**src/sv/ucbs_pkg.sv**
```systemverilog
// ucbs_pkg: shared types and constants for the clause branch selector
// opcodes, sequencer states, request and result records
// no dependencies
`default_nettype none
package ucbs_pkg;

	localparam int MAX_VARS_DEF       = 1024;
	localparam int MAX_CLAUSE_LEN_DEF = 32;
	localparam int COUNT_WIDTH_DEF    = 16;

	localparam int VAR_W      = 10;
	localparam int BEST_W     = 16;
	localparam int RAND_W     = 32;
	localparam int IN_DATA_W  = 48;
	localparam int OUT_DATA_W = 32;

	localparam logic [VAR_W-1:0] NUM_VARS_RESET = 10'd1023;

	typedef enum logic [1:0] {
		OP_CLEAR    = 2'd0,
		OP_SET_FLAG = 2'd1,
		OP_LITERAL  = 2'd2,
		OP_SELECT   = 2'd3
	} opcode_t;

	typedef enum logic [3:0] {
		ST_INIT,
		ST_IDLE,
		ST_LIT,
		ST_BUF_RD,
		ST_CNT_RD,
		ST_CNT_WR,
		ST_CLEAR,
		ST_SCAN1,
		ST_DIV,
		ST_SCAN2,
		ST_EMIT
	} state_t;

	typedef struct packed {
		opcode_t           opcode;
		logic [VAR_W-1:0]  var_index;
		logic              free_flag;
		logic              lit_true;
		logic              clause_always_sat;
		logic              last_in_clause;
		logic [RAND_W-1:0] random_value;
	} req_t;

	typedef struct packed {
		logic              result_kind;
		logic              clause_presat;
		logic              clause_overflow;
		logic [VAR_W-1:0]  branch_var;
		logic [BEST_W-1:0] best_count;
		logic              all_resolved;
	} res_t;

	typedef struct packed {
		logic cnt_we;
		logic flg_we;
		logic flg_wr_data;
	} mem_ctl_t;

endpackage
`default_nettype wire

```
**src/sv/ucbs_divmod.sv**
```systemverilog
// ucbs_divmod: restoring remainder unit, one dividend bit per cycle
// gives random word mod tie count; uses ucbs_pkg
`default_nettype none
module ucbs_divmod #(
	parameter int DW = 11
) (
	input  wire                            clk,
	input  wire                            arst_n,
	input  wire                            start,
	input  wire  [ucbs_pkg::RAND_W-1:0]    dividend,
	input  wire  [DW-1:0]                  divisor,
	output logic                           done,
	output logic [DW-1:0]                  remainder
);
	import ucbs_pkg::*;

	localparam int CW = $clog2(RAND_W + 1);

	logic          busy_q;
	logic [CW-1:0] step_q;
	logic [RAND_W-1:0] dvd_q;
	logic [DW-1:0] dsr_q;
	logic [DW-1:0] rem_q;
	logic          done_q;
	logic [DW:0]   trial;
	logic [DW-1:0] rem_next;

	always_comb begin
		trial = {rem_q, dvd_q[RAND_W-1]};
		if (trial >= {1'b0, dsr_q}) begin
			rem_next = DW'(trial - {1'b0, dsr_q});
		end else begin
			rem_next = trial[DW-1:0];
		end
	end

	always_ff @(posedge clk or negedge arst_n) begin
		if (!arst_n) begin
			busy_q <= 1'b0;
			step_q <= '0;
			done_q <= 1'b0;
		end else begin
			done_q <= !start && busy_q && (step_q == CW'(RAND_W - 1));
			if (start) begin
				busy_q <= 1'b1;
				step_q <= '0;
			end else if (busy_q) begin
				step_q <= step_q + CW'(1);
				if (step_q == CW'(RAND_W - 1)) begin
					busy_q <= 1'b0;
				end
			end
		end
	end

	always_ff @(posedge clk) begin
		if (start) begin
			dvd_q <= dividend;
			dsr_q <= divisor;
			rem_q <= '0;
		end else if (busy_q) begin
			dvd_q <= {dvd_q[RAND_W-2:0], 1'b0};
			rem_q <= rem_next;
		end
	end

	assign done      = done_q;
	assign remainder = rem_q;

endmodule
`default_nettype wire

```
**config.mk**
```make
export PLATFORM = sky130hd
export DESIGN_NAME = ucbs_divmod
export DESIGN_NICKNAME = d
export VERILOG_FILES = /design/src/sv/ucbs_pkg.sv /design/src/sv/ucbs_divmod.sv
export SDC_FILE = /design/constraint.sdc
export NUM_CORES = 1
export LEC_CHECK = 0
export ABC_AREA = 1
export BUFFER_PORTS_ARGS = -buffer_cell sky130_fd_sc_hd__buf_2
export CAP_MARGIN = 5
export CORE_MARGIN = 8
export CORE_UTILIZATION = 50
export CTS_CLUSTER_SIZE = 12
export DETAILED_ROUTE_END_ITERATION = 6
export PLACE_DENSITY_LB_ADDON = 0.2
export SETUP_SLACK_MARGIN = 0.02
export SLEW_MARGIN = 20
export SYNTH_ARGS = -nofsm -noshare
export SYNTH_HDL_FRONTEND = slang
export SYNTH_SLANG_ARGS = --single-unit
```
**constraint.sdc**
```tcl
create_clock -name clk -period 2.9 [get_ports clk]
set_clock_uncertainty 0.2 [all_clocks]
set_input_delay 0.58 -clock clk [delete_from_list [all_inputs] [get_ports clk]]
set_output_delay 0.58 -clock clk [all_outputs]
set_load 0.03 [all_outputs]
```
==> impl_metrics.env, run 1 <==
export IMPL_status="complete, no violations"
export IMPL_startpoint_kind_of_the_worst_setup_timing_path="flop"
export IMPL_timing_max_slew_rel_slack_pct=71.6
export IMPL_cts_buffers=9
export IMPL_holdCritPathClass="in2reg"
export IMPL_clockBufferDepth=2
export IMPL_fp_dieH_um=97.6
export IMPL_power_density_nw_per_um2=849
export IMPL_arrival_time_at_the_worst_endpoint_ns=2.50
export IMPL_finalCriticalPeriod_ns=2.48
export IMPL_postLayoutCellArea_um2=3910
export IMPL_regToRegSetupSlack_ns=0.42
export IMPL_timing_worst_setup_path_type="reg2reg"
export IMPL_cp_buffers_inverters=2
export IMPL_detail_route_drc_violations=0
export IMPL_floorplan_die_area_um2=9520
export IMPL_gp_congestion=0.920
export IMPL_post_drt_wl_per_cell_um=13.7
export IMPL_vias_in_the_first_global_route=2709
export IMPL_rr_startpoint="dvd_q[31]$_DFFE_PP_"
export IMPL_critical_path_max_stage_delay_ns=0.42
export IMPL_timing_critical_path_cells="inv_1 > ha_1 > fa_1 > inv_1 > nand2_2 > nand2_2 > nand2_2 > nand2_1 > nand2_2 > nand3_2 > nand2_1 > nand3_1 > o21ai_1"
export IMPL_fillers=578
export IMPL_placed_area_um2=3690
export IMPL_ant_nets=0
export IMPL_floorplan_core_area_um2=6390
export IMPL_postSynthCellCount=406
export IMPL_clock_insertion_delay_worst_skew_ns=0.35
export IMPL_maximum_level_of_the_cts_h_tree=3
export IMPL_drv_cap=0
export IMPL_clock_sink_count=62
export IMPL_wl_mm=7.50
export IMPL_viasPerCell=5.01
export IMPL_rsz_0062_raised_after_global_routing="false"
export IMPL_maximum_net_fanout_on_the_critical_path=12
export IMPL_ctsRootBufferMaster="clkbuf_8"
export IMPL_drt_first_pass_iters=5
export IMPL_grt_overflow_total=0
export IMPL_setup_violations=0
export IMPL_insertedDiodeCount=0
export IMPL_die_width_um=97.6
export IMPL_areaGrowthSynthToFinish_pct=17.4
export IMPL_yosys_register_bits=62
export IMPL_cts_clk_slew_worst_paths_ns=0.07
export IMPL_min_period_over_period_pct=85.4
export IMPL_grt_util_all_layers_pct=16.0
export IMPL_timing_critical_path_mode_cell="nand2_2"
export IMPL_final_hold_violation_count=0
export IMPL_proportion_of_layout_cells_with_a_drive_suffix_above_1_pct=20.3
export IMPL_timing_final_max_slew_violations=0
export IMPL_placement_io_buffers=57
export IMPL_grt_first_pass_wirelength_mm=12.4
export IMPL_setup_worst_path_start="dvd_q[31]$_DFFE_PP_"
export IMPL_hp_start="divisor[0]"
export IMPL_final_net_count=527
export IMPL_dr_total_vias=2748
export IMPL_post_synth_num_cell_types=27
export IMPL_tritoncts="built"
export IMPL_yosys_area_top_type="edfxtp_1"
export IMPL_grt_max_degree=42
export IMPL_initial_core_util_pct=52.1
export IMPL_utilization_pct=61.2
export IMPL_synth_sequential_area_ratio_pct=51.4
export IMPL_cts_resized_gates=0
export IMPL_worst_slew_pin_transition_ns=0.427
export IMPL_place_detailed_hpwl_mm=5.47
export IMPL_synth_area_um2=3330
export IMPL_max_clock_freq_ghz=0.404
export IMPL_synth_nets=465
export IMPL_crit_family="simple AND/OR/NAND/NOR gates"
export IMPL_leakage_power_summed_over_all_cells_uw=0.00206
export IMPL_top_area_cells_in_the_synthesized_netlist="edfxtp_1 (39%), nand2_1 (19%), dfxtp_1 (6.6%), inv_1 (6.2%), dfrtp_1 (6.0%)"
export IMPL_number_of_antenna_violations_at_the_first_check_in_global_routing=0
export IMPL_io_pins=58
export IMPL_rows=29
export IMPL_synth_warn=0
export IMPL_synthDominantCellAreaShare_pct=38.8
export IMPL_power_ir_vdd_worst_v=0.000645
export IMPL_required_ns=2.92
export IMPL_timing_critical_path_slowest_stage_cell="fa_1"
export IMPL_initialDrtViolationCount=219
export IMPL_crit_path_end_kind="flop"
export IMPL_setup_total_negative_slack_ns=0
export IMPL_syn_avg_cell_area_um2=8.20
[state kept, by name, indices dropped and copies added (netlist names)]
name       flops
dvd_q         32
dsr_q         11
remainder     11
step_q         6
busy_q         1
done           1
[report_power, final]
part / switching, µW / internal, µW
Clock: 340 / 473
Sequential: 83.7 / 1080
Combinational: 870 / 470
Total: 1290 / 2020
[cell usage after synthesis, drive strengths merged]
| cell | n |
|---|---|
| edfxtp | 43 |
| nor3 | 1 |
| nand3 | 30 |
| dfxtp | 11 |
| a21oi | 7 |
| dfrtp | 8 |
| nor2 | 17 |
| or2 | 1 |
| ha | 12 |
| o21ai | 9 |
| nand4 | 14 |
| clkinv | 1 |
| fa | 1 |
| inv | 58 |
| nand2 | 176 |
| clkbuf | 6 |
| xor2 | 3 |
| a22o | 1 |
| buf | 7 |
[layout make-up]
class | instances | area [µm²] | share of cell area [%]
multi-input combinational | 272 | 1320 | 33.8
inverter | 59 | 221 | 5.67
tap | 77 | 96.3 | 2.47
clock inverter | 5 | 75.1 | 1.92
sequential | 62 | 1710 | 43.8
clock buffer | 10 | 128 | 3.27
timing repair buffer | 64 | 353 | 9.03
[layer usage]
metal,part of all wire [%],up-vias,GRT usage [%]
li1,-,1411,-
met1,45,1243,19.2
met2,46,83,24.5
met3,7.9,11,7.25
met4,1.6,0,5.71
met5,0,-,0
[worst paths after layout]
check	end	depth (start not counted)
worst max-delay path	remainder[4]$_SDFFE_PP0P_	13
max in group asynchronous	step_q[0]$_DFFE_PN0P_	2
worst max register to register	remainder[4]$_SDFFE_PP0P_	13
worst min-delay path	dsr_q[0]$_DFFE_PP_	1
min in group asynchronous	step_q[2]$_DFFE_PN0P_	2
worst min register to register	done$_DFF_PN0_	1
[cells by family after synthesis]
logic type               synth area share, %
AO/OA/AOI/OAI                           2.78
XOR/XNOR                               0.790
adder cells (fa/ha/maj)                 5.11
buffers and inverters                   8.83
flip-flops                              51.4
AND/OR/NAND/NOR                         31.1
[worst register-to-register path, delay by kind of cell (launching register included)]
family,cells,cell delay [ns]
buffers and inverters,2,0.19
AND/OR/NAND/NOR,8,0.94
adder cells (fa/ha/maj),2,0.65
flip-flops,1,0.32
AO/OA/AOI/OAI,1,0.07
[cells in the final DEF (no fill, tap or decap), types with 2 or more instances in the layout]
master and instances:
nand2_1 167, nand2_2 9, o21ai_0 5, buf_2 57, ha_1 12, buf_4 5
inv_2 3, clkbuf_8 9, nor2_1 16, clkinv_1 3, o21ai_1 4, bufinv_16 2
dfxtp_1 11, nand3_1 23, edfxtp_1 43, nand4_1 14, a21oi_1 6, inv_1 55
dfrtp_1 8, nand3_2 7, xor2_1 3
[per-stage QoR]
stage	instances	hold WS (ns)	total power, µW	worst slack [ns]
after floorplan	406	0.0844	2210	0.693
after global placement	533	0.232	2470	0.558
after detailed placement	533	0.235	2510	0.437
after CTS	549	0.187	3330	0.418
after global routing	549	0.180	3540	0.221
final	549	0.206	3320	0.424
[timing repair]
item / 4_1_cts / 5_1_grt
buffers inserted: 0 / 0
endpoints found under the hold margin: 8 / 0
hold buffers: 1 / 0
No activity file was read; power rests on OpenSTA's default activity.
==> run 2: changes to the inputs <==
- CELL_PAD_IN_SITES_DETAIL_PLACEMENT: not set -> 1
- CELL_PAD_IN_SITES_GLOBAL_PLACEMENT: not set -> 2
- CORE_UTILIZATION: 50 -> 33
==> impl_metrics.env, run 2 (same netlist as run 1, synthesis figures left out) <==
export IMPL_status="complete, no violations"
export IMPL_vias_in_the_first_global_route=2978
export IMPL_initial_core_util_pct=34.1
export IMPL_arrival_time_at_the_worst_endpoint_ns=2.53
export IMPL_utilization_pct=40.5
export IMPL_number_of_antenna_violations_at_the_first_check_in_global_routing=0
export IMPL_timing_critical_path_mode_cell="nand2_2"
export IMPL_clockBufferDepth=2
export IMPL_totalPowerFinal_uw=3290
export IMPL_floorplan_die_area_um2=13600
export IMPL_most_common_layout_cells="nand2_1 (167), buf_2 (57), inv_1 (55)"
export IMPL_wirelength_met1_mm=4.21
export IMPL_timing_critical_path_slowest_stage_cell="fa_1"
export IMPL_rows=36
export IMPL_final_cells=606
export IMPL_holdPathEnd="dsr_q[9]$_DFFE_PP_"
export IMPL_viasPerCell=4.56
export IMPL_setup_violations=0
export IMPL_final_net_count=527
export IMPL_wl_mm=8.63
export IMPL_drv_cap=0
export IMPL_rsz_0062_raised_after_global_routing="false"
export IMPL_min_period_over_period_pct=86.7
export IMPL_timing_max_slew_rel_slack_pct=58.7
export IMPL_postLayoutCellArea_um2=3960
export IMPL_worst_r2r_path_depth=13
export IMPL_rr_startpoint="dvd_q[31]$_DFFE_PP_"
export IMPL_regToRegSetupSlack_ns=0.38
export IMPL_drt_first_pass_iters=4
export IMPL_timing_final_max_slew_violations=0
export IMPL_startpoint_kind_of_the_worst_setup_timing_path="flop"
export IMPL_tritoncts="built"
export IMPL_proportion_of_layout_cells_with_a_drive_suffix_above_1_pct=20.5
export IMPL_post_drt_wl_per_cell_um=14.2
export IMPL_place_detailed_instances=589
export IMPL_place_detailed_hpwl_mm=6.35
export IMPL_power_ir_vdd_worst_v=0.000217
export IMPL_finalCriticalPeriod_ns=2.52
export IMPL_holdCritPathClass="in2reg"
export IMPL_timing_worst_setup_path_type="reg2reg"
export IMPL_power_density_nw_per_um2=832
export IMPL_worst_slew_pin_transition_ns=0.618
export IMPL_placement_io_buffers=57
export IMPL_insertedDiodeCount=0
export IMPL_wl_met3_um=364
export IMPL_final_common_cell="nand2_1"
export IMPL_gp_congestion=0.795
export IMPL_required_ns=2.91
export IMPL_clock_insertion_delay_worst_skew_ns=0.34
export IMPL_fp_dieH_um=116
export IMPL_min_path_cells=1
export IMPL_grt_overflow_total=0
export IMPL_placed_area_um2=3750
export IMPL_crit_path_end_kind="flop"
export IMPL_maxUsedRoutingLayer="met4"
export IMPL_areaGrowthSynthToFinish_pct=18.8
export IMPL_flip_flop_count_of_the_largest_register_all_copies_and_words_added=32
export IMPL_ant_nets=0
export IMPL_grt_first_pass_wirelength_mm=14.4
export IMPL_max_clock_freq_ghz=0.398
export IMPL_regMostFlops="dvd_q"
export IMPL_maximum_net_fanout_on_the_critical_path=12
export IMPL_setup_worst_path_start="dvd_q[31]$_DFFE_PP_"
export IMPL_maximum_level_of_the_cts_h_tree=3
export IMPL_cts_clk_slew_worst_paths_ns=0.07
export IMPL_met2_wirelength_mm=3.95
export IMPL_clock_sink_count=62
export IMPL_hp_start="divisor[9]"
export IMPL_grt_util_all_layers_pct=13.9
export IMPL_floorplan_core_area_um2=9770
export IMPL_worst_r2r_endpoint="remainder[0]$_SDFFE_PP0P_"
export IMPL_io_pins=58
export IMPL_ctsRootBufferMaster="clkbuf_8"
export IMPL_leakage_power_summed_over_all_cells_uw=0.00205
export IMPL_timing_critical_path_cells="inv_1 > ha_1 > fa_1 > inv_1 > nand2_2 > nand2_2 > nand2_2 > nand2_1 > nand2_2 > nand3_2 > nand2_1 > nand3_1 > o21ai_1"
export IMPL_initialDrtViolationCount=105
export IMPL_detail_route_drc_violations=0
export IMPL_critical_path_max_stage_delay_ns=0.43
export IMPL_grt_max_degree=39
export IMPL_setup_total_negative_slack_ns=0
export IMPL_final_hold_violation_count=0
export IMPL_dr_total_vias=2766
export IMPL_cts_buffers=9
export IMPL_die_width_um=116
==> run 2: changes by cell type in the layout (fill, tap and decap cells not counted), sizes merged <==
cell	before	now
clkbuf	10	12
clkinvlp	1	0
bufinv	2	1
clkinv	3	4
==> run 2: repair_timing <==
action | 4_1_cts | 5_1_grt
gates resized for setup | 0 | 0
hold buffers | 1 | 0
setup buffers | 0 | 0
hold endpoints to repair | 8 | 0
==> run 2: worst max path at each step <==
stage	to	slack, ns	cells after the start
after floorplan	remainder[0]$_SDFFE_PP0P_	0.69	13
after global placement	remainder[3]$_SDFFE_PP0P_	0.49	13
after CTS	remainder[0]$_SDFFE_PP0P_	0.36	13
after detailed placement	remainder[0]$_SDFFE_PP0P_	0.38	13
final	remainder[0]$_SDFFE_PP0P_	0.38	13
after global routing	remainder[4]$_SDFFE_PP0P_	0.24	13
==> run 2: metrics by stage <==
stage | hold WS (ns) | setup WS (ns)
final | 0.215 | 0.384
after global routing | 0.184 | 0.239
after CTS | 0.193 | 0.365
after detailed placement | 0.241 | 0.381
after global placement | 0.232 | 0.491
after floorplan | 0.0844 | 0.693
==> run 2: metal layers <==
layer | vias up | track usage, %
li1 | 1415 | -
met1 | 1293 | 17.6
met2 | 47 | 21.8
met3 | 11 | 4.40
met4 | 0 | 4.93
met5 | - | 0
==> run 2: critical path: cells and delay by family, from the launching register on <==
kind                     cells  cell delay (ns)
AND/OR/NAND/NOR              8             0.97
AO/OA/AOI/OAI                1             0.07
flip-flops                   1             0.32
buffers and inverters        2             0.18
adder cells (fa/ha/maj)      2             0.66
==> run 2: layout make-up <==
cell class,instances,area (µm²)
clock buffer,12,145
inverter,59,221
multi-input combinational,272,1320
fill,1211,5820
timing repair buffer,64,340
tap,133,166
clock inverter,4,47.5
sequential,62,1710
==> run 2: power breakdown <==
group          switching [µW]  internal, µW  leakage (µW)
Clock                     347           419     0.0000980
Combinational             890           472       0.00130
Sequential               82.9          1080      0.000655
Total                    1320          1970       0.00205
==> run 3: changes to the inputs <==
- MAX_ROUTING_LAYER: not set -> met4
- PLACE_DENSITY_LB_ADDON: 0.2 -> 0.1
==> impl_metrics.env, run 3 (same netlist as run 1, synthesis figures left out) <==
export IMPL_setup_total_negative_slack_ns=0
export IMPL_critical_path_max_stage_delay_ns=0.41
export IMPL_fillers=1239
export IMPL_seqPwrFrac_pct=36.0
export IMPL_final_common_cell="nand2_1"
export IMPL_power_density_nw_per_um2=827
export IMPL_setup_violations=0
export IMPL_detail_route_drc_violations=0
export IMPL_holdBufCountCts=1
export IMPL_cts_repair_timing_setup_buffer_count=0
export IMPL_drt_first_pass_iters=4
export IMPL_setup_worst_path_start="dvd_q[31]$_DFFE_PP_"
export IMPL_maximum_level_of_the_cts_h_tree=3
export IMPL_required_ns=2.91
export IMPL_cp_buffers_inverters=2
export IMPL_vias_in_the_first_global_route=3008
export IMPL_cts_resized_gates=0
export IMPL_min_period_over_period_pct=83.7
export IMPL_timing_worst_setup_path_type="reg2reg"
export IMPL_initialDrtViolationCount=89
export IMPL_regMostFlops="dvd_q"
export IMPL_fp_dieH_um=116
export IMPL_io_pins=58
export IMPL_seq_area_um2=1710
export IMPL_p_switching_uw=1330
export IMPL_holdCritPathClass="in2reg"
export IMPL_maximum_net_fanout_on_the_critical_path=12
export IMPL_power_ir_vdd_worst_v=0.000325
export IMPL_place_detailed_hpwl_mm=6.45
export IMPL_placement_io_buffers=57
export IMPL_cts_clk_slew_worst_paths_ns=0.07
export IMPL_finalCriticalPeriod_ns=2.43
export IMPL_status="complete, no violations"
export IMPL_cts_buffers=9
export IMPL_hold_worst_slack_ns=0.219
export IMPL_rr_startpoint="dvd_q[31]$_DFFE_PP_"
export IMPL_rows=36
export IMPL_startpoint_kind_of_the_worst_setup_timing_path="flop"
export IMPL_grt_util_all_layers_pct=14.1
export IMPL_areaGrowthSynthToFinish_pct=18.8
export IMPL_timing_critical_path_mode_cell="nand2_2"
export IMPL_ant_nets=0
export IMPL_ctsRootBufferMaster="clkbuf_8"
export IMPL_post_drt_wl_per_cell_um=13.9
export IMPL_wl_mm=8.40
export IMPL_crit_family="simple AND/OR/NAND/NOR gates"
export IMPL_timing_critical_path_cells="inv_1 > ha_1 > fa_1 > inv_1 > nand2_2 > nand2_2 > nand2_2 > nand2_1 > nand2_2 > nand3_2 > nand2_1 > nand3_1 > o21ai_0"
export IMPL_leakage_power_summed_over_all_cells_uw=0.00204
export IMPL_worst_slew_pin_transition_ns=0.603
export IMPL_multi_input_area_um2=1320
export IMPL_tritoncts="built"
export IMPL_pwr_share_clk_pct=22.9
export IMPL_initial_core_util_pct=34.1
export IMPL_power_switching_share_pct=40.6
export IMPL_hp_start="divisor[1]"
export IMPL_most_common_layout_cells="nand2_1 (167), buf_2 (57), inv_1 (55)"
export IMPL_final_hold_violation_count=0
export IMPL_gp_congestion=0.787
export IMPL_rsz_0062_raised_after_global_routing="false"
export IMPL_timing_final_max_slew_violations=0
export IMPL_clockBufferDepth=2
export IMPL_max_clock_freq_ghz=0.412
export IMPL_p_int_uw=1940
export IMPL_timing_max_slew_rel_slack_pct=59.7
export IMPL_crit_path_end_kind="flop"
export IMPL_insertedDiodeCount=0
export IMPL_flip_flop_count_of_the_largest_register_all_copies_and_words_added=32
export IMPL_floorplan_core_area_um2=9770
export IMPL_clock_sink_count=62
export IMPL_number_of_antenna_violations_at_the_first_check_in_global_routing=0
export IMPL_final_net_count=527
export IMPL_grt_max_degree=39
export IMPL_arrival_time_at_the_worst_endpoint_ns=2.43
export IMPL_power_share_combinational_pct=41.0
export IMPL_viasPerCell=4.50
export IMPL_drv_cap=0
export IMPL_dr_total_vias=2727
export IMPL_floorplan_die_area_um2=13600
export IMPL_die_width_um=116
export IMPL_grt_overflow_total=0
export IMPL_grt_first_pass_wirelength_mm=14.4
export IMPL_clock_insertion_delay_worst_skew_ns=0.33
export IMPL_timing_critical_path_slowest_stage_cell="fa_1"
export IMPL_proportion_of_layout_cells_with_a_drive_suffix_above_1_pct=20.9
==> run 3: path summary, 6_finish.rpt <==
kind,to,slack [ns],cells after the start
min in group asynchronous,step_q[1]$_DFFE_PN0P_,0.42,2
max in group asynchronous,step_q[5]$_DFFE_PN0P_,1.90,2
max,remainder[3]$_SDFFE_PP0P_,0.47,13
min,dsr_q[1]$_DFFE_PP_,0.22,1
max reg2reg,remainder[3]$_SDFFE_PP0P_,0.47,13
min reg2reg,step_q[3]$_DFFE_PN0P_,0.30,1
==> run 3: layer usage <==
layer / vias to the layer above / routed length [µm] / GRT usage (%) / share of wire (%)
met5: - / 0 / - / 0
met4: 0 / 78 / 4.84 / 0.93
met3: 7 / 268 / 2.64 / 3.2
met2: 44 / 4020 / 23.3 / 48
met1: 1262 / 4030 / 16.9 / 48
li1: 1414 / - / - / -
==> run 3: final cells by class <==
type	instances	area share, %
Sequential cell	62	43.3
Multi-Input combinational cell	272	33.5
Tap cell	133	4.21
Timing Repair Buffer	64	8.61
Inverter	59	5.60
Clock buffer	10	3.23
Clock inverter	6	1.58
==> run 3: worst reg2reg max path, cell delays in order, from the launching register on <==
cell and delay, ns:
edfxtp_1 0.32, inv_1 0.05, ha_1 0.22, fa_1 0.41, inv_1 0.13, nand2_2 0.06
nand2_2 0.07, nand2_2 0.06, nand2_1 0.07, nand2_2 0.17, nand3_2 0.29, nand2_1 0.11
nand3_1 0.08, o21ai_0 0.07
==> run 3: through the flow <==
step                setup WS (ns)  cell area [µm²]  total power (µW)  util, %  std cells
finish                      0.472             3950              3270     40.4        606
global route                0.275             3950              3550     40.4        606
CTS                         0.443             3950              3330     40.4        606
detailed placement          0.470             3750              2560     38.4        589
global placement            0.561             3750              2550     38.4        589
floorplan                   0.693             3330              2210        -        406
==> run 3: power by group through the flow <==
stage	logic [µW]	registers, µW	clock network, µW
floorplan	911	1300	0
global placement	1350	1200	0
detailed placement	1360	1200	0
CTS	1370	1190	781
global route	1530	1200	815
finish	1340	1180	750
