--- config.mk ---
export PLATFORM = sky130hd
export DESIGN_NAME = ucbs_ctrl
export DESIGN_NICKNAME = d
export VERILOG_FILES = /design/src/sv/ucbs_pkg.sv /design/src/sv/ucbs_ctrl.sv
export SDC_FILE = /design/constraint.sdc
export NUM_CORES = 1
export LEC_CHECK = 0
export ABC_AREA = 0
export BUFFER_PORTS_ARGS = -buffer_cell sky130_fd_sc_hd__buf_4
export CAP_MARGIN = 20
export CELL_PAD_IN_SITES_DETAIL_PLACEMENT = 0
export CELL_PAD_IN_SITES_GLOBAL_PLACEMENT = 2
export CORE_AREA = 4 4 216 239
export DETAILED_ROUTE_END_ITERATION = 8
export DIE_AREA = 0 0 220 243
export HOLD_SLACK_MARGIN = 0.03
export PLACE_DENSITY_LB_ADDON = 0.1
export SLEW_MARGIN = 20
export SYNTH_ARGS = -nofsm -noshare
export SYNTH_HDL_FRONTEND = slang
export SYNTH_SLANG_ARGS = --single-unit
--- constraint.sdc ---
create_clock -name clk -period 4 [get_ports clk]
set_input_delay 0.8 -clock clk [delete_from_list [all_inputs] [get_ports clk]]
set_output_delay 0.8 -clock clk [all_outputs]
set_load 0.01 [all_outputs]
--- src/sv/ucbs_pkg.sv ---
// ucbs_pkg: shared types and constants for the clause branch selector
// opcodes, sequencer states, request and result records
// no dependencies
`default_nettype none
package ucbs_pkg;

	localparam int MAX_VARS_DEF       = 1024;
	localparam int MAX_CLAUSE_LEN_DEF = 32;
	localparam int COUNT_WIDTH_DEF    = 16;

	localparam int VAR_W      = 10;
	localparam int BEST_W     = 16;
	localparam int RAND_W     = 32;
	localparam int IN_DATA_W  = 48;
	localparam int OUT_DATA_W = 32;

	localparam logic [VAR_W-1:0] NUM_VARS_RESET = 10'd1023;

	typedef enum logic [1:0] {
		OP_CLEAR    = 2'd0,
		OP_SET_FLAG = 2'd1,
		OP_LITERAL  = 2'd2,
		OP_SELECT   = 2'd3
	} opcode_t;

	typedef enum logic [3:0] {
		ST_INIT,
		ST_IDLE,
		ST_LIT,
		ST_BUF_RD,
		ST_CNT_RD,
		ST_CNT_WR,
		ST_CLEAR,
		ST_SCAN1,
		ST_DIV,
		ST_SCAN2,
		ST_EMIT
	} state_t;

	typedef struct packed {
		opcode_t           opcode;
		logic [VAR_W-1:0]  var_index;
		logic              free_flag;
		logic              lit_true;
		logic              clause_always_sat;
		logic              last_in_clause;
		logic [RAND_W-1:0] random_value;
	} req_t;

	typedef struct packed {
		logic              result_kind;
		logic              clause_presat;
		logic              clause_overflow;
		logic [VAR_W-1:0]  branch_var;
		logic [BEST_W-1:0] best_count;
		logic              all_resolved;
	} res_t;

	typedef struct packed {
		logic cnt_we;
		logic flg_we;
		logic flg_wr_data;
	} mem_ctl_t;

endpackage
`default_nettype wire

--- src/sv/ucbs_ctrl.sv ---
// ucbs_ctrl: sequencer with clause buffer, count update loop and variable scans
// drives ucbs_store and ucbs_divmod; uses ucbs_pkg
`default_nettype none
module ucbs_ctrl #(
	parameter int MAX_VARS       = ucbs_pkg::MAX_VARS_DEF,
	parameter int MAX_CLAUSE_LEN = ucbs_pkg::MAX_CLAUSE_LEN_DEF,
	parameter int COUNT_WIDTH    = ucbs_pkg::COUNT_WIDTH_DEF
) (
	input  wire                              clk,
	input  wire                              arst_n,
	input  wire                              in_valid,
	input  ucbs_pkg::req_t                   req,
	output logic                             in_ready,
	input  wire  [ucbs_pkg::VAR_W-1:0]       num_vars,
	input  wire                              out_free,
	output logic                             res_valid,
	output ucbs_pkg::res_t                   res,
	output ucbs_pkg::mem_ctl_t               mem_ctl,
	output logic [$clog2(MAX_VARS)-1:0]      cnt_rd_addr,
	output logic [$clog2(MAX_VARS)-1:0]      cnt_wr_addr,
	output logic [COUNT_WIDTH-1:0]           cnt_wr_data,
	input  wire  [COUNT_WIDTH-1:0]           cnt_rd_data,
	output logic [$clog2(MAX_VARS)-1:0]      flg_rd_addr,
	output logic [$clog2(MAX_VARS)-1:0]      flg_wr_addr,
	input  wire                              flg_rd_data,
	output logic                             div_start,
	output logic [ucbs_pkg::RAND_W-1:0]      div_dividend,
	output logic [$clog2(MAX_VARS):0]        div_divisor,
	input  wire                              div_done,
	input  wire  [$clog2(MAX_VARS):0]        div_rem
);
	import ucbs_pkg::*;

	localparam int VAW  = $clog2(MAX_VARS);
	localparam int VMAX = MAX_VARS - 1;
	localparam int LW   = $clog2(MAX_CLAUSE_LEN + 1);
	localparam int LIW  = $clog2(MAX_CLAUSE_LEN);
	localparam logic [COUNT_WIDTH-1:0] CNT_TOP = {COUNT_WIDTH{1'b1}};

	state_t state_q, state_d;

	logic [VAW:0]       a_q;
	logic [VAW:0]       top_q;
	logic [VAW:0]       top_w;
	logic               p_valid_s1;
	logic [VAW-1:0]     p_idx_s1;
	logic               issue;
	logic               scan_end;

	logic [VAR_W-1:0]   buf_mem [MAX_CLAUSE_LEN];
	logic [VAR_W-1:0]   buf_rd_q;
	logic [LW-1:0]      len_q;
	logic [LW-1:0]      idx_q;
	logic [VAW-1:0]     w_q;

	logic               seen_free_q;
	logic               seen_true_q;
	logic               seen_taut_q;
	logic               seen_ovf_q;
	logic               all_res_q;
	logic               in_range_q;
	logic               lit_true_q;
	logic               last_q;

	logic               kind_q;
	logic               presat_q;
	logic               ovf_q;
	logic               any_q;
	logic               found_q;
	logic [COUNT_WIDTH-1:0] best_q;
	logic [VAW:0]       ties_q;
	logic [VAW:0]       seen_q;
	logic [VAW-1:0]     chosen_q;
	logic [RAND_W-1:0]  rand_q;

	logic               accept;
	logic               v_in_range;
	logic [VAW-1:0]     v_addr;
	logic               free_now;
	logic               true_now;
	logic               resolved;
	logic [31:0]        best_ext;

	assign accept     = in_valid && in_ready;
	assign v_in_range = 32'(req.var_index) < 32'(MAX_VARS);
	assign v_addr     = VAW'(req.var_index);
	assign issue      = (a_q <= top_q);
	assign scan_end   = !issue && !p_valid_s1;

	assign free_now = seen_free_q || (in_range_q && flg_rd_data);
	assign true_now = seen_true_q || (in_range_q && !flg_rd_data && lit_true_q);
	assign resolved = seen_taut_q || true_now || !free_now;

	always_comb begin
		if (32'(num_vars) > 32'(VMAX)) begin
			top_w = (VAW+1)'(VMAX);
		end else begin
			top_w = (VAW+1)'(num_vars);
		end
	end

	// next state
	always_comb begin
		state_d = state_q;
		case (state_q)
			ST_INIT: begin
				if (a_q == (VAW+1)'(VMAX)) state_d = ST_IDLE;
			end
			ST_IDLE: begin
				if (accept) begin
					case (req.opcode)
						OP_CLEAR:    state_d = ST_CLEAR;
						OP_SET_FLAG: state_d = ST_IDLE;
						OP_LITERAL:  state_d = ST_LIT;
						OP_SELECT:   state_d = (top_w == '0) ? ST_EMIT : ST_SCAN1;
						default:     state_d = ST_IDLE;
					endcase
				end
			end
			ST_LIT: begin
				if (!last_q) begin
					state_d = ST_IDLE;
				end else if (resolved) begin
					state_d = ST_EMIT;
				end else begin
					state_d = ST_BUF_RD;
				end
			end
			ST_BUF_RD: state_d = ST_CNT_RD;
			ST_CNT_RD: state_d = ST_CNT_WR;
			ST_CNT_WR: begin
				state_d = (idx_q + LW'(1) == len_q) ? ST_EMIT : ST_BUF_RD;
			end
			ST_CLEAR: begin
				if (a_q == (VAW+1)'(VMAX)) state_d = ST_IDLE;
			end
			ST_SCAN1: begin
				if (scan_end) state_d = any_q ? ST_DIV : ST_EMIT;
			end
			ST_DIV: begin
				if (div_done) state_d = ST_SCAN2;
			end
			ST_SCAN2: begin
				if (scan_end) state_d = ST_EMIT;
			end
			ST_EMIT: begin
				if (out_free) state_d = ST_IDLE;
			end
			default: state_d = ST_IDLE;
		endcase
	end

	// outputs
	always_comb begin
		in_ready            = (state_q == ST_IDLE);
		res_valid           = (state_q == ST_EMIT) && out_free;
		div_start           = (state_q == ST_SCAN1) && scan_end && any_q;
		div_divisor         = ties_q;
		mem_ctl.cnt_we      = 1'b0;
		mem_ctl.flg_we      = 1'b0;
		mem_ctl.flg_wr_data = 1'b1;
		cnt_wr_addr         = a_q[VAW-1:0];
		cnt_wr_data         = '0;
		flg_wr_addr         = a_q[VAW-1:0];
		flg_rd_addr         = a_q[VAW-1:0];
		cnt_rd_addr         = a_q[VAW-1:0];
		case (state_q)
			ST_INIT: begin
				mem_ctl.cnt_we = 1'b1;
				mem_ctl.flg_we = 1'b1;
			end
			ST_CLEAR: begin
				mem_ctl.cnt_we = 1'b1;
			end
			ST_IDLE: begin
				flg_rd_addr         = v_addr;
				flg_wr_addr         = v_addr;
				mem_ctl.flg_wr_data = req.free_flag;
				mem_ctl.flg_we      = accept && (req.opcode == OP_SET_FLAG) && v_in_range;
			end
			ST_CNT_RD: begin
				cnt_rd_addr = VAW'(buf_rd_q);
			end
			ST_CNT_WR: begin
				cnt_wr_addr    = w_q;
				cnt_wr_data    = cnt_rd_data + COUNT_WIDTH'(1);
				mem_ctl.cnt_we = (cnt_rd_data != CNT_TOP);
			end
			default: begin
			end
		endcase
	end

	assign best_ext     = 32'(best_q);
	assign div_dividend = rand_q;

	always_comb begin
		res.result_kind     = kind_q;
		res.clause_presat   = presat_q;
		res.clause_overflow = ovf_q;
		res.branch_var      = kind_q ? VAR_W'(chosen_q) : '0;
		res.best_count      = kind_q ? best_ext[BEST_W-1:0] : '0;
		res.all_resolved    = all_res_q;
	end

	// clause buffer
	always_ff @(posedge clk) begin
		if (accept && (req.opcode == OP_LITERAL) && v_in_range
				&& (len_q < LW'(MAX_CLAUSE_LEN))) begin
			buf_mem[len_q[LIW-1:0]] <= req.var_index;
		end
		buf_rd_q <= buf_mem[idx_q[LIW-1:0]];
	end

	always_ff @(posedge clk or negedge arst_n) begin
		if (!arst_n) begin
			state_q     <= ST_INIT;
			a_q         <= '0;
			top_q       <= '0;
			p_valid_s1  <= 1'b0;
			len_q       <= '0;
			idx_q       <= '0;
			seen_free_q <= 1'b0;
			seen_true_q <= 1'b0;
			seen_taut_q <= 1'b0;
			seen_ovf_q  <= 1'b0;
			all_res_q   <= 1'b1;
			any_q       <= 1'b0;
			found_q     <= 1'b0;
			ties_q      <= '0;
			seen_q      <= '0;
		end else begin
			state_q    <= state_d;
			p_valid_s1 <= ((state_q == ST_SCAN1) || (state_q == ST_SCAN2)) && issue;
			case (state_q)
				ST_INIT, ST_CLEAR: begin
					a_q <= a_q + (VAW+1)'(1);
				end
				ST_IDLE: begin
					if (accept) begin
						case (req.opcode)
							OP_CLEAR: begin
								a_q         <= '0;
								all_res_q   <= 1'b1;
								len_q       <= '0;
								seen_free_q <= 1'b0;
								seen_true_q <= 1'b0;
								seen_taut_q <= 1'b0;
								seen_ovf_q  <= 1'b0;
							end
							OP_LITERAL: begin
								if (req.clause_always_sat) seen_taut_q <= 1'b1;
								if (v_in_range) begin
									if (len_q < LW'(MAX_CLAUSE_LEN)) begin
										len_q <= len_q + LW'(1);
									end else begin
										seen_ovf_q <= 1'b1;
									end
								end
							end
							OP_SELECT: begin
								a_q     <= (VAW+1)'(1);
								top_q   <= top_w;
								any_q   <= 1'b0;
								found_q <= 1'b0;
								ties_q  <= '0;
								seen_q  <= '0;
							end
							default: begin
							end
						endcase
					end
				end
				ST_LIT: begin
					if (last_q) begin
						seen_free_q <= 1'b0;
						seen_true_q <= 1'b0;
						seen_taut_q <= 1'b0;
						seen_ovf_q  <= 1'b0;
						idx_q       <= '0;
						if (resolved) begin
							len_q <= '0;
						end else begin
							all_res_q <= 1'b0;
						end
					end else begin
						seen_free_q <= free_now;
						seen_true_q <= true_now;
					end
				end
				ST_CNT_WR: begin
					idx_q <= idx_q + LW'(1);
					if (idx_q + LW'(1) == len_q) len_q <= '0;
				end
				ST_SCAN1, ST_SCAN2: begin
					if (issue) a_q <= a_q + (VAW+1)'(1);
					if (state_q == ST_SCAN1) begin
						if (p_valid_s1 && flg_rd_data) begin
							if (!any_q || cnt_rd_data > best_q) begin
								ties_q <= (VAW+1)'(1);
								any_q  <= 1'b1;
							end else if (cnt_rd_data == best_q) begin
								ties_q <= ties_q + (VAW+1)'(1);
							end
						end
						if (scan_end) a_q <= (VAW+1)'(1);
					end else begin
						if (p_valid_s1 && flg_rd_data && cnt_rd_data == best_q) begin
							seen_q <= seen_q + (VAW+1)'(1);
							if (seen_q == div_rem && !found_q) found_q <= 1'b1;
						end
					end
				end
				default: begin
				end
			endcase
		end
	end

	// payload registers
	always_ff @(posedge clk) begin
		case (state_q)
			ST_IDLE: begin
				if (accept) begin
					in_range_q <= v_in_range;
					lit_true_q <= req.lit_true;
					last_q     <= req.last_in_clause;
					rand_q     <= req.random_value;
					if (req.opcode == OP_SELECT) begin
						kind_q   <= 1'b1;
						presat_q <= 1'b0;
						ovf_q    <= 1'b0;
						best_q   <= '0;
						chosen_q <= '0;
					end
				end
			end
			ST_LIT: begin
				kind_q   <= 1'b0;
				presat_q <= resolved;
				ovf_q    <= seen_ovf_q;
			end
			ST_CNT_RD: begin
				w_q <= VAW'(buf_rd_q);
			end
			ST_SCAN1: begin
				p_idx_s1 <= a_q[VAW-1:0];
				if (p_valid_s1 && flg_rd_data && (!any_q || cnt_rd_data > best_q)) begin
					best_q <= cnt_rd_data;
				end
			end
			ST_SCAN2: begin
				p_idx_s1 <= a_q[VAW-1:0];
				if (p_valid_s1 && flg_rd_data && cnt_rd_data == best_q
						&& seen_q == div_rem && !found_q) begin
					chosen_q <= p_idx_s1;
				end
			end
			default: begin
			end
		endcase
	end

endmodule
`default_nettype wire

==> metrics.txt, run 1 <==
# TYPE chip_impl_metric gauge
chip_impl_metric{name="tightestPinTransition",unit="ps"} 963
chip_impl_metric{name="globalRouteOverflowTotal",unit=""} 0
chip_impl_info{name="min-delay-path-class",value="in -> async"} 1
chip_impl_metric{name="gp_congestion",unit=""} 0.773
chip_impl_metric{name="post_layout_nonfiller_instances",unit=""} 2309
chip_impl_metric{name="final.setup.tns",unit="ps"} 0
chip_impl_metric{name="setup-violations-final",unit=""} 0
chip_impl_metric{name="clock_tree.buffer_depth",unit=""} 3
chip_impl_metric{name="ys_seq_elements",unit=""} 480
chip_impl_metric{name="dieHeight",unit="um"} 243
chip_impl_metric{name="synth_nets",unit=""} 1485
chip_impl_metric{name="worstPathBufferInverterCount",unit=""} 1
chip_impl_metric{name="cts.hold.buffers_added",unit=""} 0
chip_impl_metric{name="clock_latency",unit="ps"} 580
chip_impl_info{name="run_status",value="finished, final reports clean"} 1
chip_impl_metric{name="number_of_enable_flip_flop_cells_after_synthesis",unit=""} 403
chip_impl_metric{name="final_antenna_net_count",unit=""} 0
chip_impl_metric{name="vias_per_cell",unit=""} 5.33
chip_impl_metric{name="antenna_found_initial",unit=""} 0
chip_impl_metric{name="multi_input_comb_area",unit="um^2"} 6420
chip_impl_metric{name="final_period_minus_worst_setup_slack",unit="ps"} 3580
chip_impl_metric{name="drive_above_1_share",unit=""} 0.309
chip_impl_info{name="critical_path.startpoint_type",value="flop"} 1
chip_impl_metric{name="final_net_count",unit=""} 1743
chip_impl_metric{name="synth_async_sr_flop_share",unit=""} 0.140
chip_impl_metric{name="number_of_buffers_added_by_the_clock_tree_synthesis_step",unit=""} 49
chip_impl_metric{name="die-area",unit="um^2"} 53500
chip_impl_info{name="cts_tree",value="built"} 1
chip_impl_metric{name="slew_violations",unit=""} 0
chip_impl_metric{name="grtUsageTotal",unit=""} 0.190
chip_impl_info{name="crit_type",value="reg -> out"} 1
chip_impl_metric{name="synthDistinctLibCells",unit=""} 81
chip_impl_info{name="crit_path_cell_trace",value="ha_1, a211oi_1, nand2_1, a2111o_1, nand3_1, nor2_1, buf_4"} 1
chip_impl_metric{name="sequentialPowerShare",unit=""} 0.528
chip_impl_info{name="cp-endpoint",value="div_start"} 1
chip_impl_metric{name="setup.reg_to_reg.worst_slack",unit="ps"} 1070
chip_impl_metric{name="n_fill_cell",unit=""} 4230
chip_impl_metric{name="worstPathMaxFanout",unit=""} 7
chip_impl_metric{name="numPlacedInstances",unit=""} 2218
chip_impl_metric{name="syn_area_per_cell",unit="um^2"} 15.4
chip_impl_metric{name="cpPeakStageDelay",unit="ps"} 520
chip_impl_metric{name="cts_resized",unit=""} 0
chip_impl_metric{name="die_width",unit="um"} 220
chip_impl_metric{name="power_leakage",unit="nW"} 9.14
chip_impl_metric{name="max-vdd-ir-drop",unit="uV"} 393
chip_impl_metric{name="placement.cell_area",unit="um^2"} 23500
chip_impl_metric{name="max-cap-violations",unit=""} 0
chip_impl_metric{name="finalHoldWorstSlack",unit="ps"} 308
chip_impl_metric{name="area.sequential",unit="um^2"} 14000
chip_impl_metric{name="worstSetupPathDepth",unit=""} 7
chip_impl_metric{name="grt_pass1_vias",unit=""} 12700
chip_impl_metric{name="switching_power",unit="mW"} 2.04
chip_impl_info{name="critical_path.top_delay_family",value="compound AO/OA/AOI/OAI gates"} 1
chip_impl_info{name="cp-startpoint",value="a_q[9]"} 1
chip_impl_metric{name="dp_hpwl",unit="um"} 36000
chip_impl_metric{name="cts.reportedPaths.clkPinSlew",unit="ps"} 60
chip_impl_info{name="timing.critical_path.to_type",value="output pin"} 1
chip_impl_metric{name="seq_area_frac_synth",unit=""} 0.668
chip_impl_metric{name="layout-area-overhead-vs-synth",unit="%"} 20.3
chip_impl_metric{name="post_synth_instance_area",unit="um^2"} 20900
chip_impl_metric{name="drt-pass1-iter-count",unit=""} 5
chip_impl_metric{name="totalWireLength",unit="um"} 51200
chip_impl_info{name="grt_setup_unrepaired",value="no"} 1
chip_impl_metric{name="critical_path_required",unit="ps"} 3200
chip_impl_metric{name="htree_num_levels",unit=""} 2
chip_impl_metric{name="internal_power",unit="mW"} 8.23
chip_impl_metric{name="relSlewSlack",unit=""} 0.358
chip_impl_metric{name="route.detailed.wl_per_inst",unit="um"} 22.2
chip_impl_metric{name="design.portCount",unit=""} 226
chip_impl_metric{name="dr.first_iter.drc_count",unit=""} 751
chip_impl_metric{name="synth.yosys.warnings",unit=""} 0
chip_impl_info{name="ctsRootBufferMaster",value="sky130_fd_sc_hd__clkbuf_16"} 1
chip_impl_info{name="critical_path.reg2reg.startpoint",value="state_q[2]"} 1
chip_impl_metric{name="detailroute.via_count",unit=""} 12300
chip_impl_metric{name="timing.final.crit_share",unit=""} 0.895
chip_impl_metric{name="max_clock_freq",unit="MHz"} 279
chip_impl_metric{name="arr_time_crit_path",unit="ps"} 2780
chip_impl_metric{name="power_frac_comb",unit=""} 0.022
chip_impl_info{name="critical-path-slowest-cell",value="sky130_fd_sc_hd__dfrtp_1"} 1
chip_impl_metric{name="buffer_ports.inserted",unit=""} 225
chip_impl_info{name="yosys_most_used_dff",value="sky130_fd_sc_hd__edfxtp_1"} 1
chip_impl_metric{name="timing_hold_violations_final",unit=""} 0
chip_impl_metric{name="clockPowerShare",unit=""} 0.450
chip_impl_metric{name="grt_first_pass_wirelength",unit="um"} 77700
chip_impl_metric{name="p_sw_frac",unit=""} 0.199
chip_impl_info{name="r2r-end",value="buf_mem[6][2]"} 1
chip_impl_metric{name="drc",unit=""} 0
chip_impl_metric{name="netlist_instances",unit=""} 1359
chip_impl_metric{name="cts_sink_count",unit=""} 480
chip_impl_metric{name="core_region_area",unit="um^2"} 48900
chip_impl_metric{name="pin_count_of_the_biggest_net_entering_global_routing",unit=""} 68
chip_impl_metric{name="worst_clk_skew",unit="ps"} 21.2
chip_impl_metric{name="worstRegToRegCells",unit=""} 7
chip_impl_metric{name="design_area",unit="um^2"} 25200
chip_impl_metric{name="insertedDiodeCount",unit=""} 0
chip_impl_metric{name="cellPowerDensity",unit="nW/um^2"} 408
chip_impl_metric{name="rows",unit=""} 85
chip_impl_metric{name="initial_utilization",unit=""} 0.428
chip_impl_metric{name="post-cts-setup-buffer-count",unit=""} 0
-- metrics by stage --
stage / power (mW) / util / setup slack (ps)
CTS: 10.4 / 0.515 / 383
global placement: 5.74 / 0.481 / 656
finish: 10.3 / 0.515 / 420
detailed placement: 5.75 / 0.481 / 522
floorplan: 5.58 / - / 507
global route: 10.6 / 0.515 / 250
-- synthesized netlist by cell type, types with 15 or more instances --
| cell type | instances | area share |
|---|---|---|
| sky130_fd_sc_hd__clkbuf_1 | 34 | 0.0061 |
| sky130_fd_sc_hd__buf_4 | 15 | 0.0054 |
| sky130_fd_sc_hd__xor2_1 | 23 | 0.0096 |
| sky130_fd_sc_hd__nand4_1 | 22 | 0.0066 |
| sky130_fd_sc_hd__ha_1 | 35 | 0.021 |
| sky130_fd_sc_hd__buf_2 | 15 | 0.0036 |
| sky130_fd_sc_hd__dfrtp_1 | 66 | 0.079 |
| sky130_fd_sc_hd__mux4_2 | 100 | 0.11 |
| sky130_fd_sc_hd__o21ai_0 | 41 | 0.0098 |
| sky130_fd_sc_hd__and2_1 | 61 | 0.018 |
| sky130_fd_sc_hd__a21oi_1 | 24 | 0.0057 |
| sky130_fd_sc_hd__nand3_1 | 44 | 0.011 |
| sky130_fd_sc_hd__nand2_1 | 101 | 0.018 |
| sky130_fd_sc_hd__xnor2_1 | 20 | 0.0084 |
| sky130_fd_sc_hd__edfxtp_1 | 403 | 0.58 |
| sky130_fd_sc_hd__nor2_1 | 92 | 0.016 |
| sky130_fd_sc_hd__and3_1 | 15 | 0.0045 |
| sky130_fd_sc_hd__a31oi_1 | 17 | 0.0051 |
| sky130_fd_sc_hd__inv_1 | 52 | 0.0093 |
| sky130_fd_sc_hd__mux2_2 | 22 | 0.012 |
-- layer usage --
| layer | global-route usage | up-vias | routed length (um) |
|---|---|---|---|
| li1 | - | 5734 | - |
| met3 | 0.0286 | 69 | 2050 |
| met2 | 0.337 | 260 | 26700 |
| met1 | 0.247 | 6237 | 21400 |
| met5 | 0 | - | 0 |
| met4 | 0.0462 | 0 | 1090 |
-- cells in the final DEF, fill, tap and decap left out, types with 6 or more instances in the layout --
master                      instances
sky130_fd_sc_hd__dfrtp_1           64
sky130_fd_sc_hd__clkbuf_16         49
sky130_fd_sc_hd__and3_1            15
sky130_fd_sc_hd__xor2_1            23
sky130_fd_sc_hd__nand2_1          101
sky130_fd_sc_hd__bufinv_16          6
sky130_fd_sc_hd__and2_1            61
sky130_fd_sc_hd__clkbuf_1           7
sky130_fd_sc_hd__clkinv_2          13
sky130_fd_sc_hd__ha_1              35
sky130_fd_sc_hd__or3_1              6
sky130_fd_sc_hd__mux4_2           100
sky130_fd_sc_hd__mux2_2            22
sky130_fd_sc_hd__nand3_1           44
sky130_fd_sc_hd__buf_4            273
sky130_fd_sc_hd__nand4_1           22
sky130_fd_sc_hd__a21o_1             9
sky130_fd_sc_hd__nor3_1            12
sky130_fd_sc_hd__nor2_1            92
sky130_fd_sc_hd__clkinv_1           6
sky130_fd_sc_hd__dfxtp_1           10
sky130_fd_sc_hd__nand2_2            6
sky130_fd_sc_hd__edfxtp_1         403
sky130_fd_sc_hd__a21oi_1           24
sky130_fd_sc_hd__a31oi_1           16
sky130_fd_sc_hd__inv_1             52
sky130_fd_sc_hd__nand2b_1           9
sky130_fd_sc_hd__o21ai_0           41
sky130_fd_sc_hd__xnor2_1           20
-- state kept, by name, summed over array words and instances, names as in the netlist, 4 cells and up --
| register | count |
|---|---|
| seen_q | 11 |
| a_q | 11 |
| top_q | 10 |
| w_q | 10 |
| div_dividend | 32 |
| idx_q | 6 |
| best_q | 16 |
| buf_rd_q | 10 |
| state_q | 4 |
| len_q | 6 |
| div_divisor | 11 |
| p_idx_s1 | 10 |
| buf_mem | 320 |
| chosen_q | 10 |
-- worst min-delay path by stage --
stage                 from               end  slack, ps  cells after the start
3_3_place_gp   buf_rd_q[9]            w_q[9]        420                      0
3_5_place_dp   buf_rd_q[9]            w_q[9]        420                      0
4_1_cts            req[23]  div_dividend[23]        350                      1
5_1_grt            req[16]  div_dividend[16]        350                      1
6_report            arst_n          top_q[3]        310                      1
2_1_floorplan  buf_rd_q[1]            w_q[1]        400                      0
-- final cells by class --
cell class	count	area share
clock buffers	60	0.0519
clock inverters	31	0.0131
inverters	54	0.00805
multi-input cells	756	0.255
flip-flops and latches	480	0.556
well taps	652	0.0324
repair buffers	276	0.0838
-- power by group through the flow --
stage	clock network [mW]	registers, mW	logic (mW)
after CTS	4.77	5.42	0.226
final	4.62	5.42	0.221
after global placement	0	5.52	0.218
after global routing	4.98	5.42	0.247
after detailed placement	0	5.52	0.225
after floorplan	0	5.53	0.0504
-- kinds of logic (layout without fill, tap and decap cells) --
group / after synthesis / count (layout) / share of synthesized area
adders and majority gates: 35 / 35 / 0.0209
and+or+nand+nor: 407 / 407 / 0.0982
DFF: 480 / 480 / 0.668
AOI/OAI and AO/OA: 148 / 148 / 0.0491
xor gates and xnor gates: 43 / 43 / 0.0180
muxes: 123 / 123 / 0.120
buffers and inverters: 123 / 421 / 0.0260
Note: power is estimated with default switching activity, not from simulation.
==> run 2, diff against run 1 <==
==> constraint.sdc (replaced) <==
create_clock -name clk -period 4.1 [get_ports clk]
set_input_delay 0.82 -clock clk [delete_from_list [all_inputs] [get_ports clk]]
set_output_delay 0.82 -clock clk [all_outputs]
set_load 0.02 [all_outputs]
==> run 2 against run 1 <==
  * Register-to-register slack worse by 130 ps
  * Routed wire length is 0.81% higher
  * Sequential power is 2% lower
  * Via count hardly changed
  * Setup slack better by 62 ps
  * Combinational power hardly changed
  * Global-route usage is 0.27 points higher
  * Design area hardly changed
  * First-iteration DRC count is 12% higher
==> metrics.txt, run 2 (same netlist as run 1, synthesis figures left out) <==
# TYPE chip_impl_metric gauge
chip_impl_info{name="critical_path.startpoint_type",value="flop"} 1
chip_impl_info{name="run_status",value="finished, final reports clean"} 1
chip_impl_info{name="min-delay-path-class",value="in -> async"} 1
chip_impl_metric{name="design.portCount",unit=""} 226
chip_impl_metric{name="die-area",unit="um^2"} 53500
chip_impl_metric{name="vias_per_cell",unit=""} 5.32
chip_impl_metric{name="insertedDiodeCount",unit=""} 0
chip_impl_metric{name="critical_path_required",unit="ps"} 3280
chip_impl_metric{name="final_net_count",unit=""} 1744
chip_impl_metric{name="routedLengthMet1",unit="um"} 21600
chip_impl_metric{name="worst_clk_skew",unit="ps"} 21.5
chip_impl_metric{name="globalRouteOverflowTotal",unit=""} 0
chip_impl_metric{name="design_area",unit="um^2"} 25200
chip_impl_metric{name="dr.first_iter.drc_count",unit=""} 842
chip_impl_metric{name="clock_tree.buffer_depth",unit=""} 3
chip_impl_info{name="ctsRootBufferMaster",value="sky130_fd_sc_hd__clkbuf_16"} 1
chip_impl_metric{name="power_leakage",unit="nW"} 9.11
chip_impl_metric{name="tightestPinTransition",unit="ps"} 955
chip_impl_metric{name="antenna_found_initial",unit=""} 0
chip_impl_info{name="timing.critical_path.to_type",value="output pin"} 1
chip_impl_metric{name="max-cap-violations",unit=""} 0
chip_impl_info{name="critical_path.reg2reg.startpoint",value="state_q[2]"} 1
chip_impl_metric{name="timing_hold_violations_final",unit=""} 0
chip_impl_metric{name="final_antenna_net_count",unit=""} 0
chip_impl_metric{name="n_fill_cell",unit=""} 4203
chip_impl_metric{name="cts_sink_count",unit=""} 480
chip_impl_metric{name="rows",unit=""} 85
chip_impl_metric{name="cellPowerDensity",unit="nW/um^2"} 400
chip_impl_metric{name="timing.final.crit_share",unit=""} 0.882
chip_impl_metric{name="max_clock_freq",unit="MHz"} 276
chip_impl_metric{name="dp_hpwl",unit="um"} 35900
chip_impl_metric{name="cts_resized",unit=""} 0
chip_impl_metric{name="number_of_flip_flops_under_the_largest_register_name",unit=""} 320
chip_impl_metric{name="max-vdd-ir-drop",unit="uV"} 379
chip_impl_metric{name="area.sequential",unit="um^2"} 14000
chip_impl_info{name="critical-path-slowest-cell",value="sky130_fd_sc_hd__or4b_1"} 1
chip_impl_metric{name="detailroute.via_count",unit=""} 12300
chip_impl_metric{name="cpPeakStageDelay",unit="ps"} 610
chip_impl_metric{name="setup-violations-final",unit=""} 0
chip_impl_metric{name="die_width",unit="um"} 220
chip_impl_metric{name="clock_latency",unit="ps"} 590
chip_impl_info{name="critical_path.top_delay_family",value="simple AND/OR/NAND/NOR gates"} 1
chip_impl_metric{name="core_region_area",unit="um^2"} 48900
chip_impl_metric{name="final_period_minus_worst_setup_slack",unit="ps"} 3620
chip_impl_metric{name="grt_first_pass_wirelength",unit="um"} 79200
chip_impl_metric{name="buffer_ports.inserted",unit=""} 225
chip_impl_metric{name="pin_count_of_the_biggest_net_entering_global_routing",unit=""} 68
chip_impl_info{name="r2r-end",value="buf_mem[5][1]"} 1
chip_impl_metric{name="gp_congestion",unit=""} 0.774
chip_impl_info{name="crit_path_cell_trace",value="or4b_1, inv_2, nand2_1, o21ai_0, buf_4"} 1
chip_impl_metric{name="worstPathBufferInverterCount",unit=""} 2
chip_impl_metric{name="post-cts-setup-buffer-count",unit=""} 0
chip_impl_metric{name="met3_length",unit="um"} 2270
chip_impl_metric{name="layout-area-overhead-vs-synth",unit="%"} 20.2
chip_impl_metric{name="grtUsageTotal",unit=""} 0.193
chip_impl_metric{name="final.setup.tns",unit="ps"} 0
chip_impl_info{name="mostFrequentLayoutCells",value="sky130_fd_sc_hd__edfxtp_1, sky130_fd_sc_hd__buf_4, sky130_fd_sc_hd__nand2_1"} 1
chip_impl_metric{name="multi_input_comb_area",unit="um^2"} 6420
chip_impl_metric{name="worstRegToRegCells",unit=""} 7
chip_impl_metric{name="setup_ws",unit="ps"} 483
chip_impl_info{name="cts_tree",value="built"} 1
chip_impl_metric{name="arr_time_crit_path",unit="ps"} 2800
chip_impl_metric{name="dp_worst_setup_slack",unit="ps"} 606
chip_impl_metric{name="drt-pass1-iter-count",unit=""} 5
chip_impl_info{name="crit_type",value="reg -> out"} 1
chip_impl_metric{name="cts.reportedPaths.clkPinSlew",unit="ps"} 60
chip_impl_metric{name="cts.hold.buffers_added",unit=""} 0
chip_impl_metric{name="drive_above_1_share",unit=""} 0.302
chip_impl_info{name="mostFrequentLayoutCell",value="sky130_fd_sc_hd__edfxtp_1"} 1
chip_impl_metric{name="initial_utilization",unit=""} 0.428
chip_impl_info{name="grt_setup_unrepaired",value="no"} 1
chip_impl_metric{name="placement.cell_area",unit="um^2"} 23500
chip_impl_metric{name="worstPathMaxFanout",unit=""} 22
chip_impl_metric{name="route.detailed.wl_per_inst",unit="um"} 22.3
chip_impl_metric{name="met2_length",unit="um"} 26800
chip_impl_info{name="top_layer_used",value="met4"} 1
chip_impl_metric{name="totalWireLength",unit="um"} 51600
chip_impl_metric{name="htree_num_levels",unit=""} 2
chip_impl_metric{name="dieHeight",unit="um"} 243
chip_impl_metric{name="relSlewSlack",unit=""} 0.363
chip_impl_metric{name="number_of_buffers_added_by_the_clock_tree_synthesis_step",unit=""} 50
chip_impl_metric{name="slew_violations",unit=""} 0
chip_impl_metric{name="drc",unit=""} 0
chip_impl_metric{name="grt_pass1_vias",unit=""} 12600
chip_impl_metric{name="setup.reg_to_reg.worst_slack",unit="ps"} 940
==> run 2: changes by cell type in the layout (fill, tap and decap cells not counted) <==
| cell | previous run | this run |
|---|---|---|
| sky130_fd_sc_hd__buf_4 | 273 | 275 |
| sky130_fd_sc_hd__clkinv_2 | 13 | 4 |
| sky130_fd_sc_hd__clkbuf_16 | 49 | 51 |
| sky130_fd_sc_hd__clkbuf_8 | 4 | 1 |
| sky130_fd_sc_hd__clkbuf_1 | 7 | 18 |
| sky130_fd_sc_hd__clkinv_1 | 6 | 8 |
| sky130_fd_sc_hd__inv_6 | 2 | 0 |
| sky130_fd_sc_hd__clkinvlp_4 | 2 | 3 |
| sky130_fd_sc_hd__buf_12 | 3 | 1 |
| sky130_fd_sc_hd__clkinv_8 | 0 | 2 |
| sky130_fd_sc_hd__inv_16 | 1 | 0 |
| sky130_fd_sc_hd__clkinv_4 | 1 | 0 |
==> run 2: worst max-delay path by stage <==
stage	from	endpoint	slack, ps	cells after the start
floorplan	cnt_rd_data[11]	best_q[0]	590	7
global placement	cnt_rd_data[13]	chosen_q[6]	690	8
detailed placement	cnt_rd_data[13]	chosen_q[8]	610	8
CTS	a_q[9]	div_start	420	7
global route	a_q[9]	div_start	310	7
finish	state_q[2]	flg_rd_addr[0]	480	5
==> run 2: report_power, final <==
part / internal (mW) / leakage [nW] / switching (mW)
Sequential: 5.28 / 4.56 / 0.00418
Combinational: 0.0853 / 3.76 / 0.133
Clock: 2.69 / 0.784 / 1.87
Total: 8.06 / 9.11 / 2.01
==> run 2: stage by stage <==
| stage | utilization | hold slack, ps | instances | power, mW |
|---|---|---|---|---|
| 2_1_floorplan | - | 403 | 1359 | 5.44 |
| 3_3_place_gp | 0.481 | 418 | 2218 | 5.60 |
| 3_5_place_dp | 0.481 | 418 | 2218 | 5.61 |
| 4_1_cts | 0.514 | 364 | 2311 | 10.2 |
| 5_1_grt | 0.514 | 371 | 2311 | 10.4 |
| 6_report | 0.514 | 333 | 2311 | 10.1 |
==> run 2: area by class of cell <==
type | instances | area share
clock buffers | 70 | 0.0540
clock inverters | 23 | 0.0113
inverters | 54 | 0.00806
multi-input cells | 756 | 0.255
flip-flops and latches | 480 | 0.556
well taps | 652 | 0.0324
repair buffers | 276 | 0.0829
==> run 2: layer usage <==
metal  track usage  up-vias
li1              -     5740
met1         0.256     6219
met2         0.337      269
met3        0.0325       62
met4        0.0397        0
met5             0        -
==> run 3, diff against run 2 <==
--- a/config.mk
+++ b/config.mk
@@ -14,6 +14,7 @@
 export DETAILED_ROUTE_END_ITERATION = 8
 export DIE_AREA = 0 0 220 243
 export HOLD_SLACK_MARGIN = 0.03
+export MAX_ROUTING_LAYER = met4
 export PLACE_DENSITY_LB_ADDON = 0.1
 export SLEW_MARGIN = 20
 export SYNTH_ARGS = -nofsm -noshare
==> run 3 against run 2 <==
  * Flip-flop and latch count did not move
  * Routed wire length fell by 0.11%
  * Sequential share of layout area did not move
==> metrics.txt, run 3 (same netlist as run 1, synthesis figures left out) <==
# TYPE chip_impl_metric gauge
chip_impl_metric{name="die_width",unit="um"} 220
chip_impl_metric{name="insertedDiodeCount",unit=""} 0
chip_impl_metric{name="finalHoldWorstSlack",unit="ps"} 342
chip_impl_metric{name="post-cts-setup-buffer-count",unit=""} 0
chip_impl_metric{name="globalRouteOverflowTotal",unit=""} 0
chip_impl_info{name="mostFrequentLayoutCell",value="sky130_fd_sc_hd__edfxtp_1"} 1
chip_impl_metric{name="die-area",unit="um^2"} 53500
chip_impl_metric{name="antenna_found_initial",unit=""} 0
chip_impl_info{name="timing.critical_path.to_type",value="output pin"} 1
chip_impl_metric{name="drt-pass1-iter-count",unit=""} 5
chip_impl_metric{name="cts.reportedPaths.clkPinSlew",unit="ps"} 60
chip_impl_metric{name="tightestPinTransition",unit="ps"} 960
chip_impl_metric{name="clock_tree.buffer_depth",unit=""} 3
chip_impl_info{name="grt_setup_unrepaired",value="no"} 1
chip_impl_metric{name="totalWireLength",unit="um"} 51500
chip_impl_metric{name="critical_path_required",unit="ps"} 3280
chip_impl_metric{name="final_antenna_net_count",unit=""} 0
chip_impl_metric{name="relSlewSlack",unit=""} 0.360
chip_impl_info{name="ctsRootBufferMaster",value="sky130_fd_sc_hd__clkbuf_16"} 1
chip_impl_metric{name="max_clock_freq",unit="MHz"} 276
chip_impl_metric{name="dr.first_iter.drc_count",unit=""} 776
chip_impl_metric{name="layout-area-overhead-vs-synth",unit="%"} 20.2
chip_impl_metric{name="gp_congestion",unit=""} 0.785
chip_impl_metric{name="worst_clk_skew",unit="ps"} 19.9
chip_impl_metric{name="pin_count_of_the_biggest_net_entering_global_routing",unit=""} 68
chip_impl_metric{name="cts.hold.buffers_added",unit=""} 0
chip_impl_metric{name="detailroute.via_count",unit=""} 12300
chip_impl_info{name="run_status",value="finished, final reports clean"} 1
chip_impl_metric{name="drive_above_1_share",unit=""} 0.302
chip_impl_metric{name="route.detailed.wl_per_inst",unit="um"} 22.3
chip_impl_metric{name="dp_hpwl",unit="um"} 35900
chip_impl_metric{name="buffer_ports.inserted",unit=""} 225
chip_impl_metric{name="arr_time_crit_path",unit="ps"} 2800
chip_impl_metric{name="design.portCount",unit=""} 226
chip_impl_metric{name="slew_violations",unit=""} 0
chip_impl_metric{name="final_net_count",unit=""} 1744
chip_impl_metric{name="grt_first_pass_wirelength",unit="um"} 79100
chip_impl_info{name="cts_tree",value="built"} 1
chip_impl_metric{name="rows",unit=""} 85
chip_impl_info{name="mostFrequentLayoutCells",value="sky130_fd_sc_hd__edfxtp_1, sky130_fd_sc_hd__buf_4, sky130_fd_sc_hd__nand2_1"} 1
chip_impl_metric{name="dieHeight",unit="um"} 243
chip_impl_info{name="crit_type",value="reg -> out"} 1
chip_impl_metric{name="cts_sink_count",unit=""} 480
chip_impl_metric{name="power",unit="mW"} 10.1
chip_impl_metric{name="clock_latency",unit="ps"} 590
chip_impl_metric{name="timing.final.crit_share",unit=""} 0.884
chip_impl_metric{name="worstPathMaxFanout",unit=""} 7
chip_impl_metric{name="setup-violations-final",unit=""} 0
chip_impl_metric{name="initial_utilization",unit=""} 0.428
chip_impl_info{name="critical_path.startpoint_type",value="flop"} 1
chip_impl_metric{name="max-cap-violations",unit=""} 0
chip_impl_metric{name="power_leakage",unit="nW"} 9.11
chip_impl_metric{name="drc",unit=""} 0
chip_impl_metric{name="cts_resized",unit=""} 0
chip_impl_metric{name="grtUsageTotal",unit=""} 0.199
chip_impl_metric{name="htree_num_levels",unit=""} 2
chip_impl_metric{name="grt_pass1_vias",unit=""} 12600
chip_impl_metric{name="vias_per_cell",unit=""} 5.31
chip_impl_metric{name="max-vdd-ir-drop",unit="uV"} 377
chip_impl_metric{name="core_region_area",unit="um^2"} 48900
chip_impl_info{name="min-delay-path-class",value="in -> async"} 1
chip_impl_metric{name="cellPowerDensity",unit="nW/um^2"} 400
chip_impl_metric{name="timing_hold_violations_final",unit=""} 0
chip_impl_metric{name="number_of_buffers_added_by_the_clock_tree_synthesis_step",unit=""} 50
chip_impl_metric{name="number_of_flip_flops_under_the_largest_register_name",unit=""} 320
chip_impl_metric{name="final.setup.tns",unit="ps"} 0
chip_impl_metric{name="final_period_minus_worst_setup_slack",unit="ps"} 3620
==> run 3: path summary, 6_finish.rpt <==
check	startpoint	to	slack [ps]	cells after the start
min reg2reg	buf_rd_q[3]	w_q[3]	430	0
min	arst_n	top_q[1]	340	1
max in group asynchronous	arst_n	idx_q[0]	3010	1
max	a_q[9]	div_start	480	7
max reg2reg	state_q[2]	buf_mem[5][1]	940	7
min in group clk	req[27]	div_dividend[27]	410	1
==> run 3: worst max-delay path: stages (launching register included) <==
cell and delay, ps:
sky130_fd_sc_hd__dfrtp_1 520, sky130_fd_sc_hd__ha_1 390, sky130_fd_sc_hd__a211oi_1 300, sky130_fd_sc_hd__nand2_1 130, sky130_fd_sc_hd__a2111o_1 460, sky130_fd_sc_hd__nand3_1 170, sky130_fd_sc_hd__nor2_1 70, sky130_fd_sc_hd__buf_4 170
==> run 3: metrics by stage <==
step	utilization	setup slack (ps)	instance area, um^2	std cells
floorplan	-	587	20900	1359
finish	0.514	477	25200	2311
global placement	0.481	685	23500	2218
detailed placement	0.481	606	23500	2218
global route	0.514	307	25200	2311
CTS	0.514	420	25200	2311
==> run 3: where the power goes <==
group          leakage (nW)  switching (mW)  total, mW  internal (mW)
registers              4.56         0.00418       5.29           5.28
logic                  3.76           0.133      0.218         0.0853
clock network         0.784            1.87       4.57           2.69
total                  9.11            2.01       10.1           8.06
==> run 3: metal layers <==
layer	up-vias	GRT usage	wire length, um
met4	0	0.0406	879
met1	6208	0.256	21700
li1	5738	-	-
met5	-	-	0
met3	65	0.0316	2150
met2	259	0.337	26800
==> run 3: cell type report <==
type	count	area, um^2
Timing Repair Buffer	276	2080
Tap cell	652	816
Clock buffer	70	1360
Clock inverter	23	285
Inverter	54	203
Fill cell	4203	23800
Sequential cell	480	14000
Multi-Input combinational cell	756	6420
